$ cat src/design/sid_pkg.sv
// shared types and constants of the signed integer divider
package sid_pkg;

  localparam int unsigned DATA_W = 32;
  localparam int unsigned CNT_W  = 5;

  localparam logic [DATA_W-1:0] QUOT_MAX = 32'h7FFF_FFFF;
  localparam logic [CNT_W-1:0]  LAST_STEP = 5'd31;

  typedef logic signed [DATA_W-1:0] word_t;

  typedef enum logic [2:0] {
    ST_IDLE = 3'b001,
    ST_RUN  = 3'b010,
    ST_FIN  = 3'b100
  } state_t;

endpackage

$ cat src/design/sid_if.sv
// valid/ready channel interfaces for operands and results
interface sid_in_if;
  logic            valid;
  logic            ready;
  sid_pkg::word_t  dividend;
  sid_pkg::word_t  divisor;

  modport source (output valid, output dividend, output divisor, input ready);
  modport sink   (input valid, input dividend, input divisor, output ready);
endinterface

interface sid_out_if;
  logic            valid;
  logic            ready;
  sid_pkg::word_t  quotient;
  logic            div_by_zero;

  modport source (output valid, output quotient, output div_by_zero, input ready);
  modport sink   (input valid, input quotient, input div_by_zero, output ready);
endinterface

$ cat src/design/signed_integer_divider_core.sv
// signed 32-bit divider, radix-2 restoring, one quotient bit per cycle
//
// in_chan carries a dividend and a divisor; out_chan returns the quotient
// truncated toward zero and a divide-by-zero flag. Both use valid/ready and
// a transfer happens on a clock edge where both are high.
// The transfer edge loads the magnitudes, then the shift-subtract loop forms
// one quotient bit per cycle through a 33-bit subtractor, and a sign fixup
// writes the result into the output register once that register is free.
// The loop handles one item at a time and in_chan.ready is high only while
// the loop is free, so a new operand pair waits until the last one is done.
// A zero divisor yields quotient 0 with div_by_zero set; the most negative
// value divided by -1 saturates to 2147483647.
// The result sits in an output register, so a new operand pair is taken
// while an earlier result still waits. If the receiver stalls longer than
// the loop takes, the finished quotient waits in the loop and input stays
// blocked until the output register is free.
// Reset (rst_n low, synchronous) empties the loop and the output register.
module signed_integer_divider_core (
  input  logic      clk,
  input  logic      rst_n,
  sid_in_if.sink    in_chan,
  sid_out_if.source out_chan
);

  sid_pkg::state_t state_r, state_nxt;

  logic [sid_pkg::DATA_W-1:0] quo_r, quo_nxt;
  logic [sid_pkg::DATA_W-1:0] rem_r, rem_nxt;
  logic [sid_pkg::DATA_W-1:0] den_r, den_nxt;
  logic [sid_pkg::CNT_W-1:0]  cnt_r, cnt_nxt;
  logic                       neg_r, neg_nxt;
  logic                       dbz_r, dbz_nxt;

  logic                       out_valid_r, out_valid_nxt;
  logic [sid_pkg::DATA_W-1:0] out_quot_r, out_quot_nxt;
  logic                       out_dbz_r, out_dbz_nxt;

  logic                       in_xfer;
  logic                       out_free;
  logic [sid_pkg::DATA_W:0]   trial;
  logic [sid_pkg::DATA_W-1:0] q_fixed;

  assign in_chan.ready = (state_r == sid_pkg::ST_IDLE);
  assign in_xfer       = in_chan.valid && in_chan.ready;
  assign out_free      = !out_valid_r || out_chan.ready;

  assign out_chan.valid       = out_valid_r;
  assign out_chan.quotient    = out_quot_r;
  assign out_chan.div_by_zero = out_dbz_r;

  // shifted partial remainder minus divisor; top bit set means borrow
  assign trial = {rem_r, quo_r[sid_pkg::DATA_W-1]} - {1'b0, den_r};

  always_comb begin
    if (neg_r) begin
      q_fixed = ~quo_r + 1'b1;
    end else if (quo_r[sid_pkg::DATA_W-1]) begin
      q_fixed = sid_pkg::QUOT_MAX;
    end else begin
      q_fixed = quo_r;
    end
  end

  always_comb begin
    state_nxt     = state_r;
    quo_nxt       = quo_r;
    rem_nxt       = rem_r;
    den_nxt       = den_r;
    cnt_nxt       = cnt_r;
    neg_nxt       = neg_r;
    dbz_nxt       = dbz_r;
    out_valid_nxt = out_valid_r;
    out_quot_nxt  = out_quot_r;
    out_dbz_nxt   = out_dbz_r;

    if (out_valid_r && out_chan.ready) begin
      out_valid_nxt = 1'b0;
    end

    case (state_r)
      sid_pkg::ST_IDLE: begin
        if (in_xfer) begin
          quo_nxt   = in_chan.dividend[sid_pkg::DATA_W-1] ? (~in_chan.dividend + 1'b1)
                                                          : in_chan.dividend;
          den_nxt   = in_chan.divisor[sid_pkg::DATA_W-1] ? (~in_chan.divisor + 1'b1)
                                                         : in_chan.divisor;
          rem_nxt   = '0;
          cnt_nxt   = '0;
          neg_nxt   = in_chan.dividend[sid_pkg::DATA_W-1] ^ in_chan.divisor[sid_pkg::DATA_W-1];
          dbz_nxt   = (in_chan.divisor == '0);
          state_nxt = sid_pkg::ST_RUN;
        end
      end
      sid_pkg::ST_RUN: begin
        if (trial[sid_pkg::DATA_W]) begin
          rem_nxt = {rem_r[sid_pkg::DATA_W-2:0], quo_r[sid_pkg::DATA_W-1]};
          quo_nxt = {quo_r[sid_pkg::DATA_W-2:0], 1'b0};
        end else begin
          rem_nxt = trial[sid_pkg::DATA_W-1:0];
          quo_nxt = {quo_r[sid_pkg::DATA_W-2:0], 1'b1};
        end
        cnt_nxt = cnt_r + 1'b1;
        if (cnt_r == sid_pkg::LAST_STEP) begin
          state_nxt = sid_pkg::ST_FIN;
        end
      end
      sid_pkg::ST_FIN: begin
        if (out_free) begin
          out_valid_nxt = 1'b1;
          out_quot_nxt  = dbz_r ? '0 : q_fixed;
          out_dbz_nxt   = dbz_r;
          state_nxt     = sid_pkg::ST_IDLE;
        end
      end
      default: begin
        state_nxt = sid_pkg::ST_IDLE;
      end
    endcase
  end

  always_ff @(posedge clk) begin
    if (!rst_n) begin
      state_r     <= sid_pkg::ST_IDLE;
      out_valid_r <= 1'b0;
    end else begin
      state_r     <= state_nxt;
      out_valid_r <= out_valid_nxt;
    end
  end

  always_ff @(posedge clk) begin
    quo_r      <= quo_nxt;
    rem_r      <= rem_nxt;
    den_r      <= den_nxt;
    cnt_r      <= cnt_nxt;
    neg_r      <= neg_nxt;
    dbz_r      <= dbz_nxt;
    out_quot_r <= out_quot_nxt;
    out_dbz_r  <= out_dbz_nxt;
  end

endmodule

$ cat src/flat_wrapper.sv
// flat-port wrapper written by rule: the top's interface ports become plain ports
module signed_integer_divider_core_flat 
  (clk, rst_n, in_chan_valid, in_chan_dividend, in_chan_divisor, in_chan_ready, out_chan_valid, out_chan_quotient, out_chan_div_by_zero, out_chan_ready);
  sid_in_if in_chan_i ();
  sid_out_if out_chan_i ();
  input  logic clk;
  input  logic rst_n;
  input wire logic [$bits(in_chan_i.valid)-1:0] in_chan_valid;
  input wire logic [$bits(in_chan_i.dividend)-1:0] in_chan_dividend;
  input wire logic [$bits(in_chan_i.divisor)-1:0] in_chan_divisor;
  output wire logic [$bits(in_chan_i.ready)-1:0] in_chan_ready;
  output wire logic [$bits(out_chan_i.valid)-1:0] out_chan_valid;
  output wire logic [$bits(out_chan_i.quotient)-1:0] out_chan_quotient;
  output wire logic [$bits(out_chan_i.div_by_zero)-1:0] out_chan_div_by_zero;
  input wire logic [$bits(out_chan_i.ready)-1:0] out_chan_ready;
  assign in_chan_i.valid = in_chan_valid;
  assign in_chan_i.dividend = in_chan_dividend;
  assign in_chan_i.divisor = in_chan_divisor;
  assign in_chan_ready = in_chan_i.ready;
  assign out_chan_valid = out_chan_i.valid;
  assign out_chan_quotient = out_chan_i.quotient;
  assign out_chan_div_by_zero = out_chan_i.div_by_zero;
  assign out_chan_i.ready = out_chan_ready;
  signed_integer_divider_core u_core (.clk(clk), .rst_n(rst_n), .in_chan(in_chan_i), .out_chan(out_chan_i));
endmodule
$ cat config.mk
export PLATFORM = sky130hd
export DESIGN_NAME = signed_integer_divider_core_flat
export DESIGN_NICKNAME = d
export VERILOG_FILES = /design/src/design/sid_pkg.sv /design/src/design/sid_if.sv /design/src/design/signed_integer_divider_core.sv /design/src/flat_wrapper.sv
export SDC_FILE = /design/constraint.sdc
export NUM_CORES = 1
export LEC_CHECK = 0
export BUFFER_PORTS_ARGS = -buffer_cell sky130_fd_sc_hd__buf_2
export CAP_MARGIN = 5
export CORE_MARGIN = 2
export CORE_UTILIZATION = 39
export CTS_CLUSTER_DIAMETER = 120
export DETAILED_ROUTE_END_ITERATION = 8
export PLACE_DENSITY = 0.53
export SLEW_MARGIN = 0
export SYNTH_ARGS = -nofsm -noshare
export SYNTH_HDL_FRONTEND = slang
export SYNTH_SLANG_ARGS = --single-unit
$ cat constraint.sdc
create_clock -name clk -period 13.25 [get_ports clk]
set_input_delay 0 -clock clk [delete_from_list [all_inputs] [get_ports clk]]
set_output_delay 0 -clock clk [all_outputs]
set_load 0.01 [all_outputs]
Yosys cells after proc, flatten, opt, wreduce, memory -nomap -nowiden
Index checks and enable logic that the tools add are counted.

storage, ports and cells
  flip-flop bits (word level) = 140
  bits of input ports = 68
  output and inout port bits = 35
  logic and storage cells = 56

cells by class
  $add $sub $neg = 5
  eq/ne operators = 7
  muxes and demuxes = 19
  bitwise logic cells = 4
  reduce and logical (&&, ||, !) cells = 10

operators by type and width
  cell                   number
  $mux 32                5
  $pmux 32 s2            2
  $add 32x1->32 const B  3
  $not 32->32            3
  $mux 31                2
  $sub 33x32->33         1
  $logic_not 32->1       1
  $pmux 5 s2             1
  $mux 3                 3
  $pmux 3 s3             1
  $reduce_and 2->1       3
  $add 5x1->5 const B    1
  $eq 5x5->1 const B     1
  $mux 5                 1
  $mux 1                 4
  $ne 2x1->1 const B     2
  $eq 3x1->1 const B     1
  $eq 3x2->1 const B     1
  $eq 3x3->1 const B     1
  $reduce_and 3->1       1
  $logic_and 1x1->1      2
  $ne 2x2->1 const B     1
  $reduce_bool 2->1      1
  $logic_not 1->1        1
  other kinds (2)        2

Depth between registers and ports, before layout
Gate-level depths: netlist of the first run.

  word-level depth = 5
  mapped depth = 14
  gate-level depth less buffers = 12

Worst setup path after synthesis of the first run
Ideal clock, no wire load.

  path kind = register -> register
  from = register u_core.state_r[0]
  to = register u_core.cnt_r[0] (netlist bit), enable pin
  data arrival time = 5.200 ns
  setup slack = 7.653 ns
  stages on the path, launching flop included = 4
  clock period less this slack = 5.597 ns
  cells stage by stage = dfxtp_1 -> clkbuf_1 -> nor4bb_1 -> or2_2

between the ends
  word-level cells in the longest chain between the ends = 4
  elaborated cells on any way between the ends = 6
  those cells by class = eq/ne (3); reduce/logical (3)

RTL lines
  element                         RTL line                                                              text
  from (decl)                     signed_integer_divider_core.sv:25                                     sid_pkg::state_t state_r, state_nxt;
  from (signal assigned)          signed_integer_divider_core.sv:123                                    state_r <= sid_pkg::ST_IDLE;
  from (signal assigned)          signed_integer_divider_core.sv:126                                    state_r <= state_nxt;
  $eq 3x1->1                      signed_integer_divider_core.sv:43, signed_integer_divider_core.sv:80
  $logic_and 1x1->1               signed_integer_divider_core.sv:44                                     assign in_xfer = in_chan.valid && in_chan.ready;
  $ne 2x2->1 (no line)            --
  $reduce_and 2->1 (no line) (*)  --
  to (signal assigned)            signed_integer_divider_core.sv:135                                    cnt_r <= cnt_nxt;
  to (decl)                       signed_integer_divider_core.sv:30                                     logic [sid_pkg::CNT_W-1:0] cnt_r, cnt_nxt;

Every way passes the cells marked *; elsewhere a longest branch is shown, timed or not.
A chain may end at the register's enable or synchronous reset.

Final worst setup path of the first run
  from = register u_core.quo_r[31] (netlist bit)
  to = register u_core.rem_r[1] (netlist bit), data pin

between the ends
  word-level cells in the longest chain between the ends = 3

RTL lines
  element                 RTL line                            text
  from (decl)             signed_integer_divider_core.sv:27   logic [sid_pkg::DATA_W-1:0] quo_r, quo_nxt;
  from (signal assigned)  signed_integer_divider_core.sv:132  quo_r <= quo_nxt;
  $sub 33x32->33          signed_integer_divider_core.sv:52   assign trial = {rem_r, quo_r[sid_pkg::DATA_W-1]} - {1'b0, den_r};
  $mux 32                 signed_integer_divider_core.sv:95   if (trial[sid_pkg::DATA_W]) begin
  $pmux 32 s2             signed_integer_divider_core.sv:80   case (state_r)
  to (signal assigned)    signed_integer_divider_core.sv:133  rem_r <= rem_nxt;
  to (decl)               signed_integer_divider_core.sv:28   logic [sid_pkg::DATA_W-1:0] rem_r, rem_nxt;

Every way passes these cells.

==> impl_metrics.json, run 1 <==
{
  "slowest_delay_ns": 0.53,
  "r2r_end": "u_core.rem_r[1]",
  "core_um2": 22800,
  "globalplace.congestion": 0.838,
  "clock_latency_late_sink_ns": 0.43,
  "fin_total_pwr_mw": 1.31,
  "io_buffers": 102,
  "final.period_utilization": 0.317,
  "leakagePower_nw": 4.21,
  "share_seq_of_total_power": 0.421,
  "postSynth.asyncResetShare": 0,
  "detail_route.first_pass.iterations": 5,
  "post_synth_inst_count": 926,
  "antenna_found_initial": 0,
  "viasPerCell": 5.28,
  "post_cts_resized": 0,
  "hold_path_startpoint": "in_chan_dividend[30]",
  "cpLargestDelayFamily": "compound AO/OA/AOI/OAI gates",
  "timing.critical_path.slowest_stage_cell": "sky130_fd_sc_hd__buf_4",
  "cap_violations": 0,
  "area_growth_pct": 20.6,
  "totalNegativeSetupSlack_ns": 0,
  "cts-buffers-inserted": 17,
  "yosys.area.top_type_share": 0.448,
  "layout_cells_sized_above_1": 0.151,
  "grt_util_met2": 0.296,
  "synthesis_warnings": 0,
  "layout_commonest_cell": "sky130_fd_sc_hd__edfxtp_1",
  "drt_drc_violations_left": 0,
  "final_nets": 1169,
  "dp_hpwl_um": 16000,
  "hold_class": "input port to flop",
  "netlist-cell-type-count": 60,
  "outcome": "complete, no violations",
  "final_cell_mix": "136 x sky130_fd_sc_hd__edfxtp_1, 102 x sky130_fd_sc_hd__buf_2, 94 x sky130_fd_sc_hd__nor2_1, 85 x sky130_fd_sc_hd__nand2_1, 70 x sky130_fd_sc_hd__o21ai_0",
  "rows": 55,
  "route.vias.total": 7330,
  "worst_hold_endpoint": "u_core.quo_r[30]",
  "critPathArrivalTime_ns": 4.47,
  "timing.critical_path.to_type": "flop",
  "drt-wirelength-per-cell_um": 16.3,
  "timing.slew.headroom": 0.214,
  "cts-root-buf": "sky130_fd_sc_hd__clkbuf_16",
  "cts.repair_timing.setup_buffer_count": 0,
  "timing.hold.worst_path_depth": 3,
  "crit_path_start": "u_core.quo_r[31]",
  "combinationalPowerShare": 0.217,
  "post-route-min-period_ns": 4.19,
  "p_int_mw": 0.914,
  "routed_wirelength_um": 22600,
  "final_antenna_net_count": 0,
  "postSynthRegisterBits": 140,
  "synth_enable_flop_cells": 136,
  "cts_sinks": 140,
  "total_switching_power_mw": 0.399,
  "required_ns": 13.52,
  "cp_startpoint_kind": "flop",
  "yosysTopAreaCell": "sky130_fd_sc_hd__edfxtp_1",
  "max-clock-path-buffers": 2,
  "unrepaired_setup_endpoints_after_global_routing": "no",
  "vdd.ir_drop.worst_mv": 0.0656,
  "achievable-frequency_mhz": 238,
  "cts_htree_levels": 4,
  "starting_density_of_the_core": 0.400,
  "globalRouteMet3Util": 0.0291,
  "netSwitchingFraction": 0.304,
  "clk_transition_reported_paths_ns": 0.06,
  "timing.critical_path.buf_inv": 2,
  "busiest_layer": "met2",
  "clkPwrFrac": 0.362,
  "dieHeight_um": 157,
  "grt_total_ovfl": 0,
  "timing_worst_setup_path_type": "flop to flop",
  "worst_r2r_startpoint": "u_core.quo_r[31]",
  "skew_ns": 0.0136,
  "drtIter0Drc": 598,
  "tritoncts": "yes",
  "first_global_vias": 7026,
  "netlist_top_cells_area": "sky130_fd_sc_hd__edfxtp_1 45%, sky130_fd_sc_hd__xnor2_1 5.1%, sky130_fd_sc_hd__ha_1 5.1%",
  "gr-usage-met1": 0.273,
  "antennaDiodeCount": 0,
  "post_route_cell_area_um2": 11000,
  "detailed_place.area_um2": 9950,
  "final-hold-violation-count": 0,
  "pin_count_of_the_biggest_net_entering_global_routing": 67,
  "share_of_synthesized_area_occupied_by_flip_flops_and_latches": 0.457,
  "regToRegSetupSlack_ns": 9.06,
  "fp.dieArea_um2": 24600,
  "grt_first_pass_wirelength_um": 36500,
  "worstPathCellList": "inv_1, ha_1, fa_1, nand2b_1, a21o_1, a31oi_1, and4bb_2, nor2_1, a31oi_1, o311ai_4, buf_4, mux2_2, nor2_1",
  "path_max_fanout": 31,
  "dpl.cell_count": 1312,
  "postSynth.topFlopCell": "sky130_fd_sc_hd__edfxtp_1",
  "setup_viol": 0,
  "synth_nets": 1032,
  "final-instance-count-excl-fill": 1389,
  "post_synth.cell_area_avg_um2": 9.83,
  "worst_pin_slew_ns": 1.18,
  "syn_area_um2": 9110,
  "io_pins": 103,
  "final_max_slew_viol_count": 0,
  "r2r.worst_path.cells": 13,
  "fp.dieW_um": 157,
  "grtUsageTotal": 0.190,
  "cellPowerDensity_nw_per_um2": 120
}
## what timing repair did
action	CTS	global route
hold buffers	45	0
hold endpoints to repair	43	0
setup endpoints to repair	0	0
## per-stage QoR
stage | utilization | hold slack [ns] | setup WS, ns
3_3_place_gp | 0.437 | 0.225 | 9.17
6_report | 0.482 | 0.00649 | 9.06
2_1_floorplan | - | 0.0762 | 7.65
5_1_grt | 0.482 | 0.0221 | 8.81
3_5_place_dp | 0.437 | 0.228 | 9.09
4_1_cts | 0.482 | 0.000195 | 9.06
## routing by layer
layer	wire [um]	vias up
met5	0	-
met4	278	0
met2	9990	185
met1	11300	3419
met3	1090	20
li1	-	3706
## flip-flops by register name (all words and copies together) (netlist names), 3 cells and up
name	cells
u_core.state_r	3
u_core.cnt_r	5
u_core.quo_r	32
u_core.rem_r	32
u_core.out_chan.quotient	32
u_core.den_r	32
## synth_stat cells, types with 10 or more instances
| cell | instances |
|---|---|
| sky130_fd_sc_hd__a21oi_1 | 40 |
| sky130_fd_sc_hd__or4_1 | 10 |
| sky130_fd_sc_hd__nand2b_1 | 16 |
| sky130_fd_sc_hd__inv_1 | 46 |
| sky130_fd_sc_hd__or3_1 | 10 |
| sky130_fd_sc_hd__o41ai_1 | 12 |
| sky130_fd_sc_hd__ha_1 | 37 |
| sky130_fd_sc_hd__o21ai_0 | 70 |
| sky130_fd_sc_hd__clkbuf_1 | 28 |
| sky130_fd_sc_hd__a31oi_1 | 15 |
| sky130_fd_sc_hd__edfxtp_1 | 136 |
| sky130_fd_sc_hd__nand2_1 | 85 |
| sky130_fd_sc_hd__nor2_1 | 95 |
| sky130_fd_sc_hd__o31ai_1 | 19 |
| sky130_fd_sc_hd__mux2i_1 | 27 |
| sky130_fd_sc_hd__nand3_1 | 11 |
| sky130_fd_sc_hd__a211oi_1 | 20 |
| sky130_fd_sc_hd__xnor2_1 | 53 |
| sky130_fd_sc_hd__xor2_1 | 38 |
| sky130_fd_sc_hd__a21o_1 | 15 |
| sky130_fd_sc_hd__nor3_1 | 26 |
## worst register-to-register path: cells and delay by family, from the launching register on
| kind | cells | cell delay (ns) |
|---|---|---|
| multiplexers | 1 | 0.41 |
| flip-flops | 1 | 0.37 |
| AO/OA/AOI/OAI | 4 | 1.14 |
| buffers and inverters | 2 | 0.63 |
| AND/OR/NAND/NOR | 4 | 0.85 |
| adder cells (fa/ha/maj) | 2 | 0.64 |
## cell families after synthesis
| group | count (synthesis) | synth area share |
|---|---|---|
| AOI/OAI and AO/OA | 240 | 0.171 |
| adders and majority gates | 38 | 0.0530 |
| xor gates and xnor gates | 91 | 0.0875 |
| muxes | 29 | 0.0322 |
| buffers and inverters | 83 | 0.0357 |
| DFF | 140 | 0.457 |
| and+or+nand+nor | 305 | 0.163 |
## power by group through the flow
stage | clock, mW | sequential [mW] | combinational, mW
after detailed placement | 0 | 0.562 | 0.273
after global routing | 0.503 | 0.556 | 0.322
final | 0.475 | 0.552 | 0.285
after CTS | 0.486 | 0.552 | 0.286
after global placement | 0 | 0.561 | 0.274
after floorplan | 0 | 0.551 | 0.206
## final cells by class
class | count | area (um^2)
fill | 2197 | 11800
multi-input combinational | 703 | 4660
sequential | 140 | 4160
timing repair buffer | 154 | 1010
clock buffer | 17 | 425
tap | 313 | 392
inverter | 47 | 176
clock inverter | 15 | 151
## worst max-delay path by stage
stage | cells after the start | slack (ns) | endpoint
2_1_floorplan | 3 | 7.65 | u_core.cnt_r[0]
3_3_place_gp | 13 | 9.17 | u_core.rem_r[1]
3_5_place_dp | 13 | 9.09 | u_core.rem_r[1]
4_1_cts | 13 | 9.06 | u_core.rem_r[1]
5_1_grt | 13 | 8.81 | u_core.rem_r[1]
6_report | 13 | 9.06 | u_core.rem_r[1]
Note: power is estimated with default switching activity, not from simulation.
==> run 2: changes to the inputs <==
Settings changed: PLACE_DENSITY 0.53 to 0.55.
Clock period 13.25 ns to 3.5 ns, I/O delays scaled along.
==> run 2 against run 1 <==
Combinational power increased to 4.0 times the previous value. Non-clock buffer count is 18 higher. Critical endpoint unchanged. Flip-flop and latch count unchanged. Register-to-register slack lost 8.8 ns. Utilization rose by 0.62 points. Largest power group unchanged. Critical path type unchanged. Final area rose by 1.3%.
==> impl_metrics.json, run 2 (synthesized netlist as in run 1, its figures left out) <==
{
  "post-route-worst-setup-slack_ns": 0.209,
  "final_nets": 1187,
  "tritoncts": "yes",
  "vdd.ir_drop.worst_mv": 0.299,
  "area_growth_pct": 22.1,
  "globalplace.congestion": 0.877,
  "clk_transition_reported_paths_ns": 0.07,
  "layout.filler_cells": 2158,
  "post-route-min-period_ns": 3.29,
  "timing.critical_path.slowest_stage_cell": "sky130_fd_sc_hd__ha_1",
  "starting_density_of_the_core": 0.400,
  "totalNegativeSetupSlack_ns": 0,
  "final-hold-violation-count": 0,
  "worst_r2r_startpoint": "u_core.den_r[17]",
  "cts_htree_levels": 4,
  "detailed_place.area_um2": 10100,
  "antennaDiodeCount": 0,
  "final_max_slew_viol_count": 0,
  "preCtsSetupSlack_ns": 0.0202,
  "layout_cells_sized_above_1": 0.166,
  "grt_first_pass_wirelength_um": 36600,
  "setup_viol": 0,
  "slowest_delay_ns": 0.39,
  "timing.critical_path.buf_inv": 4,
  "leakagePower_nw": 4.28,
  "final.period_utilization": 0.940,
  "layout_commonest_cell": "sky130_fd_sc_hd__edfxtp_1",
  "final_antenna_net_count": 0,
  "timing.critical_path.to_type": "flop",
  "io_buffers": 102,
  "cellPowerDensity_nw_per_um2": 442,
  "post_route_cell_area_um2": 11100,
  "antenna_found_initial": 0,
  "drt-wirelength-per-cell_um": 16.2,
  "achievable-frequency_mhz": 304,
  "cts_sinks": 140,
  "fp.dieArea_um2": 24600,
  "hold_path_startpoint": "in_chan_dividend[8]",
  "core_um2": 22800,
  "unrepaired_setup_endpoints_after_global_routing": "no",
  "skew_ns": 0.00971,
  "required_ns": 3.77,
  "path_max_fanout": 18,
  "max-clock-path-buffers": 2,
  "dp_hpwl_um": 16000,
  "routed_wirelength_um": 22800,
  "worstPathCellList": "inv_1, ha_1, a21oi_1, nand2_1, o2111ai_1, and4bb_2, nor2_2, buf_4, a211o_1, o311ai_4, buf_6, buf_12, mux2_2, nor2_1",
  "hold_class": "input port to flop",
  "critPathArrivalTime_ns": 3.56,
  "fp.dieW_um": 157,
  "cap_violations": 0,
  "route.vias.total": 7464,
  "cts-root-buf": "sky130_fd_sc_hd__clkbuf_16",
  "cts-buffers-inserted": 17,
  "rows": 55,
  "crit_path_start": "u_core.den_r[17]",
  "cpLargestDelayFamily": "compound AO/OA/AOI/OAI gates",
  "first_global_vias": 6930,
  "worst_pin_slew_ns": 0.854,
  "io_pins": 103,
  "grtUsageTotal": 0.190,
  "pin_count_of_the_biggest_net_entering_global_routing": 63,
  "viasPerCell": 5.30,
  "final_cell_mix": "136 x sky130_fd_sc_hd__edfxtp_1, 102 x sky130_fd_sc_hd__buf_2, 93 x sky130_fd_sc_hd__nor2_1, 85 x sky130_fd_sc_hd__nand2_1, 70 x sky130_fd_sc_hd__o21ai_0",
  "timing.slew.headroom": 0.431,
  "outcome": "complete, no violations",
  "detail_route.first_pass.iterations": 5,
  "drtIter0Drc": 536,
  "clock_latency_late_sink_ns": 0.43,
  "drt_drc_violations_left": 0,
  "timing_worst_setup_path_type": "flop to flop",
  "cp_startpoint_kind": "flop",
  "grt_total_ovfl": 0,
  "worst_hold_slack_ns": 0.0186,
  "dieHeight_um": 157
}
## run 2: repair_timing
| action | CTS | global route |
|---|---|---|
| hold buffers | 46 | 0 |
| buffers inserted | 0 | 1 |
| endpoints found under the setup margin | 2 | 33 |
| pin swaps | 0 | 1 |
| endpoints found under the hold margin | 45 | 0 |
| gates resized for setup | 1 | 7 |
| cloned | 0 | 1 |
## run 2: power by group
group / internal, mW / total, mW / switching, mW
Clock: 0.918 / 1.68 / 0.760
Sequential: 1.99 / 2.09 / 0.0940
Combinational: 0.504 / 1.15 / 0.643
Total: 3.41 / 4.91 / 1.50
## run 2: layer usage
layer,GRT usage,vias up,part of all wire
li1,-,3743,-
met1,0.271,3529,0.49
met2,0.295,166,0.46
met3,0.0263,26,0.034
met4,0.0638,0,0.017
met5,0,-,0
## run 2: cell type report
type | instances | area, um^2 | share of cell area
clock inverters | 14 | 109 | 0.00979
flip-flops and latches | 140 | 4160 | 0.374
repair buffers | 172 | 1170 | 0.106
clock buffers | 18 | 429 | 0.0386
well taps | 313 | 392 | 0.0352
multi-input cells | 703 | 4680 | 0.421
inverters | 47 | 176 | 0.0159
## run 2: worst paths after layout
kind	end	slack [ns]	cells after the start
max reg2reg	u_core.rem_r[1]	0.21	14
min reg2reg	u_core.state_r[1]	0.59	1
max	u_core.rem_r[1]	0.21	14
min	u_core.quo_r[8]	0.02	3
## run 2: stage by stage
step            util  total power [mW]  cells
2_1_floorplan      -              2.87    926
3_3_place_gp   0.443              3.19   1327
3_5_place_dp   0.443              3.20   1327
4_1_cts        0.487              4.92   1405
5_1_grt        0.488              5.16   1407
6_report       0.488              4.91   1407
## run 2: worst reg2reg max path, cell delays in order (launching register included)
cell                        delay, ns
sky130_fd_sc_hd__edfxtp_1        0.34
sky130_fd_sc_hd__inv_1           0.05
sky130_fd_sc_hd__ha_1            0.39
sky130_fd_sc_hd__a21oi_1         0.26
sky130_fd_sc_hd__nand2_1         0.10
sky130_fd_sc_hd__o2111ai_1       0.33
sky130_fd_sc_hd__and4bb_2        0.32
sky130_fd_sc_hd__nor2_2          0.06
sky130_fd_sc_hd__buf_4           0.14
sky130_fd_sc_hd__a211o_1         0.28
sky130_fd_sc_hd__o311ai_4        0.07
sky130_fd_sc_hd__buf_6           0.17
sky130_fd_sc_hd__buf_12          0.17
sky130_fd_sc_hd__mux2_2          0.36
sky130_fd_sc_hd__nor2_1          0.09
==> run 3: changes to the inputs <==
Settings changed: BUFFER_PORTS_ARGS -buffer_cell sky130_fd_sc_hd__buf_2 to default, DONT_BUFFER_PORTS from default to 1, PLACE_DENSITY 0.55 to 0.51.
==> run 3 against run 2 <==
Count of clock-buffer cells in the layout shrank 1. Setup slack got worse by 0.051 ns. Routed wire length is 4.3% higher. Die area is the same. Clock power is 4% higher. Non-clock buffer count decreased by 35. Critical path type unchanged. Critical endpoint unchanged. Largest power group unchanged.
==> impl_metrics.json, run 3 (synthesized netlist as in run 1, its figures left out) <==
{
  "outcome": "complete, no violations",
  "grt_total_ovfl": 0,
  "layout_commonest_cell": "sky130_fd_sc_hd__edfxtp_1",
  "final_antenna_net_count": 0,
  "fp.dieArea_um2": 24600,
  "clk_transition_reported_paths_ns": 0.06,
  "globalplace.congestion": 0.832,
  "route.vias.total": 7385,
  "layout.filler_cells": 2159,
  "cts_sinks": 140,
  "timing.hold.worst_path_depth": 4,
  "worstPathCellList": "inv_1, ha_1, fa_1, nand2b_1, a21o_1, a31oi_2, and4bb_2, nor2_2, a31oi_2, o311ai_4, buf_6, buf_12, mux2_2, nor2_1",
  "leakagePower_nw": 4.18,
  "drt-wirelength-per-cell_um": 17.4,
  "skew_ns": 0.00955,
  "grt_first_pass_wirelength_um": 37400,
  "worst_r2r_startpoint": "u_core.quo_r[31]",
  "netSwitchingFraction": 0.295,
  "r2r.worst_path.cells": 14,
  "detail_route.first_pass.iterations": 6,
  "io_pins": 103,
  "dieHeight_um": 157,
  "totalNegativeSetupSlack_ns": 0,
  "critPathArrivalTime_ns": 3.61,
  "starting_density_of_the_core": 0.400,
  "antennaDiodeCount": 0,
  "path_common_cell": "sky130_fd_sc_hd__a31oi_2",
  "setup_viol": 0,
  "clkPwrFrac": 0.346,
  "share_seq_of_total_power": 0.414,
  "fp.dieW_um": 157,
  "achievable-frequency_mhz": 299,
  "antenna_found_initial": 0,
  "pin_count_of_the_biggest_net_entering_global_routing": 59,
  "dp_hpwl_um": 16000,
  "p_int_mw": 3.56,
  "post-route-util": 0.498,
  "post-route-min-period_ns": 3.34,
  "area_growth_pct": 24.7,
  "cp.depth": 14,
  "viasPerCell": 5.38,
  "vdd.ir_drop.worst_mv": 0.277,
  "cap_violations": 0,
  "timing.critical_path.to_type": "flop",
  "final_nets": 1152,
  "final-hold-violation-count": 0,
  "combinationalPowerShare": 0.240,
  "timing_worst_setup_path_type": "flop to flop",
  "final_cell_mix": "136 x sky130_fd_sc_hd__edfxtp_1, 114 x sky130_fd_sc_hd__dlygate4sd3_1, 93 x sky130_fd_sc_hd__nor2_1, 85 x sky130_fd_sc_hd__nand2_1, 70 x sky130_fd_sc_hd__o21ai_0",
  "drt_drc_violations_left": 0,
  "routed_wirelength_um": 23800,
  "layout_cells_sized_above_1": 0.0755,
  "cts-buffers-inserted": 17,
  "core_um2": 22800,
  "drtIter0Drc": 415,
  "final_max_slew_viol_count": 0,
  "unrepaired_setup_endpoints_after_global_routing": "no",
  "timing.slew.headroom": 0.367,
  "rows": 55,
  "first_global_vias": 7136,
  "path_max_fanout": 8,
  "cts_htree_levels": 4,
  "final.period_utilization": 0.955,
  "cellPowerDensity_nw_per_um2": 444,
  "tritoncts": "yes",
  "timing.critical_path.buf_inv": 3,
  "hold_class": "input port to flop",
  "slowest_delay_ns": 0.41,
  "total_switching_power_mw": 1.49,
  "cts-root-buf": "sky130_fd_sc_hd__clkbuf_16",
  "io_buffers": 0,
  "grtUsageTotal": 0.196,
  "crit_path_start": "u_core.quo_r[31]",
  "hold_path_startpoint": "in_chan_dividend[23]",
  "timing.critical_path.slowest_stage_cell": "sky130_fd_sc_hd__fa_1",
  "clock_latency_late_sink_ns": 0.43,
  "cpLargestDelayFamily": "compound AO/OA/AOI/OAI gates",
  "required_ns": 3.77,
  "worst_pin_slew_ns": 0.947,
  "max-clock-path-buffers": 2,
  "cp_startpoint_kind": "flop"
}
run 3: cell types whose count changed in the layout (fill, tap and decap cells not counted), sizes merged:
cell	change
bufinv	+1
dlygate4sd3	+68
clkinvlp	+1
buf	-104
inv	-1
run 3: power groups by stage:
stage	Sequential [mW]	Clock [mW]	Combinational (mW)
6_report	2.09	1.75	1.21
3_3_place_gp	2.12	0	1.00
4_1_cts	2.09	1.79	1.17
3_5_place_dp	2.12	0	1.00
5_1_grt	2.10	1.85	1.33
2_1_floorplan	2.08	0	0.783
run 3: worst reg2reg max path, stage by stage, from the launching register on:
cell and delay [ns]:
sky130_fd_sc_hd__edfxtp_1 0.36, sky130_fd_sc_hd__inv_1 0.08, sky130_fd_sc_hd__ha_1 0.21, sky130_fd_sc_hd__fa_1 0.41, sky130_fd_sc_hd__nand2b_1 0.19, sky130_fd_sc_hd__a21o_1 0.20, sky130_fd_sc_hd__a31oi_2 0.15, sky130_fd_sc_hd__and4bb_2 0.29
sky130_fd_sc_hd__nor2_2 0.15, sky130_fd_sc_hd__a31oi_2 0.15, sky130_fd_sc_hd__o311ai_4 0.25, sky130_fd_sc_hd__buf_6 0.18, sky130_fd_sc_hd__buf_12 0.15, sky130_fd_sc_hd__mux2_2 0.34, sky130_fd_sc_hd__nor2_1 0.09
run 3: final timing paths:
kind,end,slack (ns)
setup reg to reg,u_core.rem_r[1],0.16
setup / recovery,u_core.rem_r[1],0.16
hold reg to reg,u_core.state_r[2],0.59
hold / removal,u_core.quo_r[26],0.01
run 3: area by class of cell:
type | instances | area (um^2) | area share
Tap cell | 313 | 392 | 0.0345
Timing Repair Buffer | 137 | 1380 | 0.121
Clock buffer | 17 | 425 | 0.0375
Inverter | 47 | 176 | 0.0155
Sequential cell | 140 | 4160 | 0.367
Clock inverter | 15 | 140 | 0.0123
Multi-Input combinational cell | 703 | 4680 | 0.412
run 3: what timing repair did:
action	CTS	global route
cloned	0	2
setup endpoints to repair	1	28
hold endpoints to repair	70	0
buffers inserted	0	1
hold buffers	114	0
gates resized for setup	2	2
pin swaps	0	1
run 3: layer usage:
layer | track usage | wire length (um)
met5 | 0 | 0
met4 | 0.0559 | 278
met3 | 0.0407 | 953
met2 | 0.305 | 10800
met1 | 0.276 | 11800
run 3: through the flow:
step / worst slack (ns) / hold slack (ns) / power [mW] / instances / area [um^2]
2_1_floorplan: 0.215 / 0.0762 / 2.87 / 926 / 9120
3_3_place_gp: 0.149 / 0.0832 / 3.13 / 1223 / 9570
3_5_place_dp: 0.0375 / 0.0834 / 3.13 / 1223 / 9570
4_1_cts: 0.0439 / 0.00116 / 5.04 / 1369 / 11300
5_1_grt: 0.00248 / 0.0467 / 5.28 / 1372 / 11400
6_report: 0.157 / 0.0110 / 5.04 / 1372 / 11400
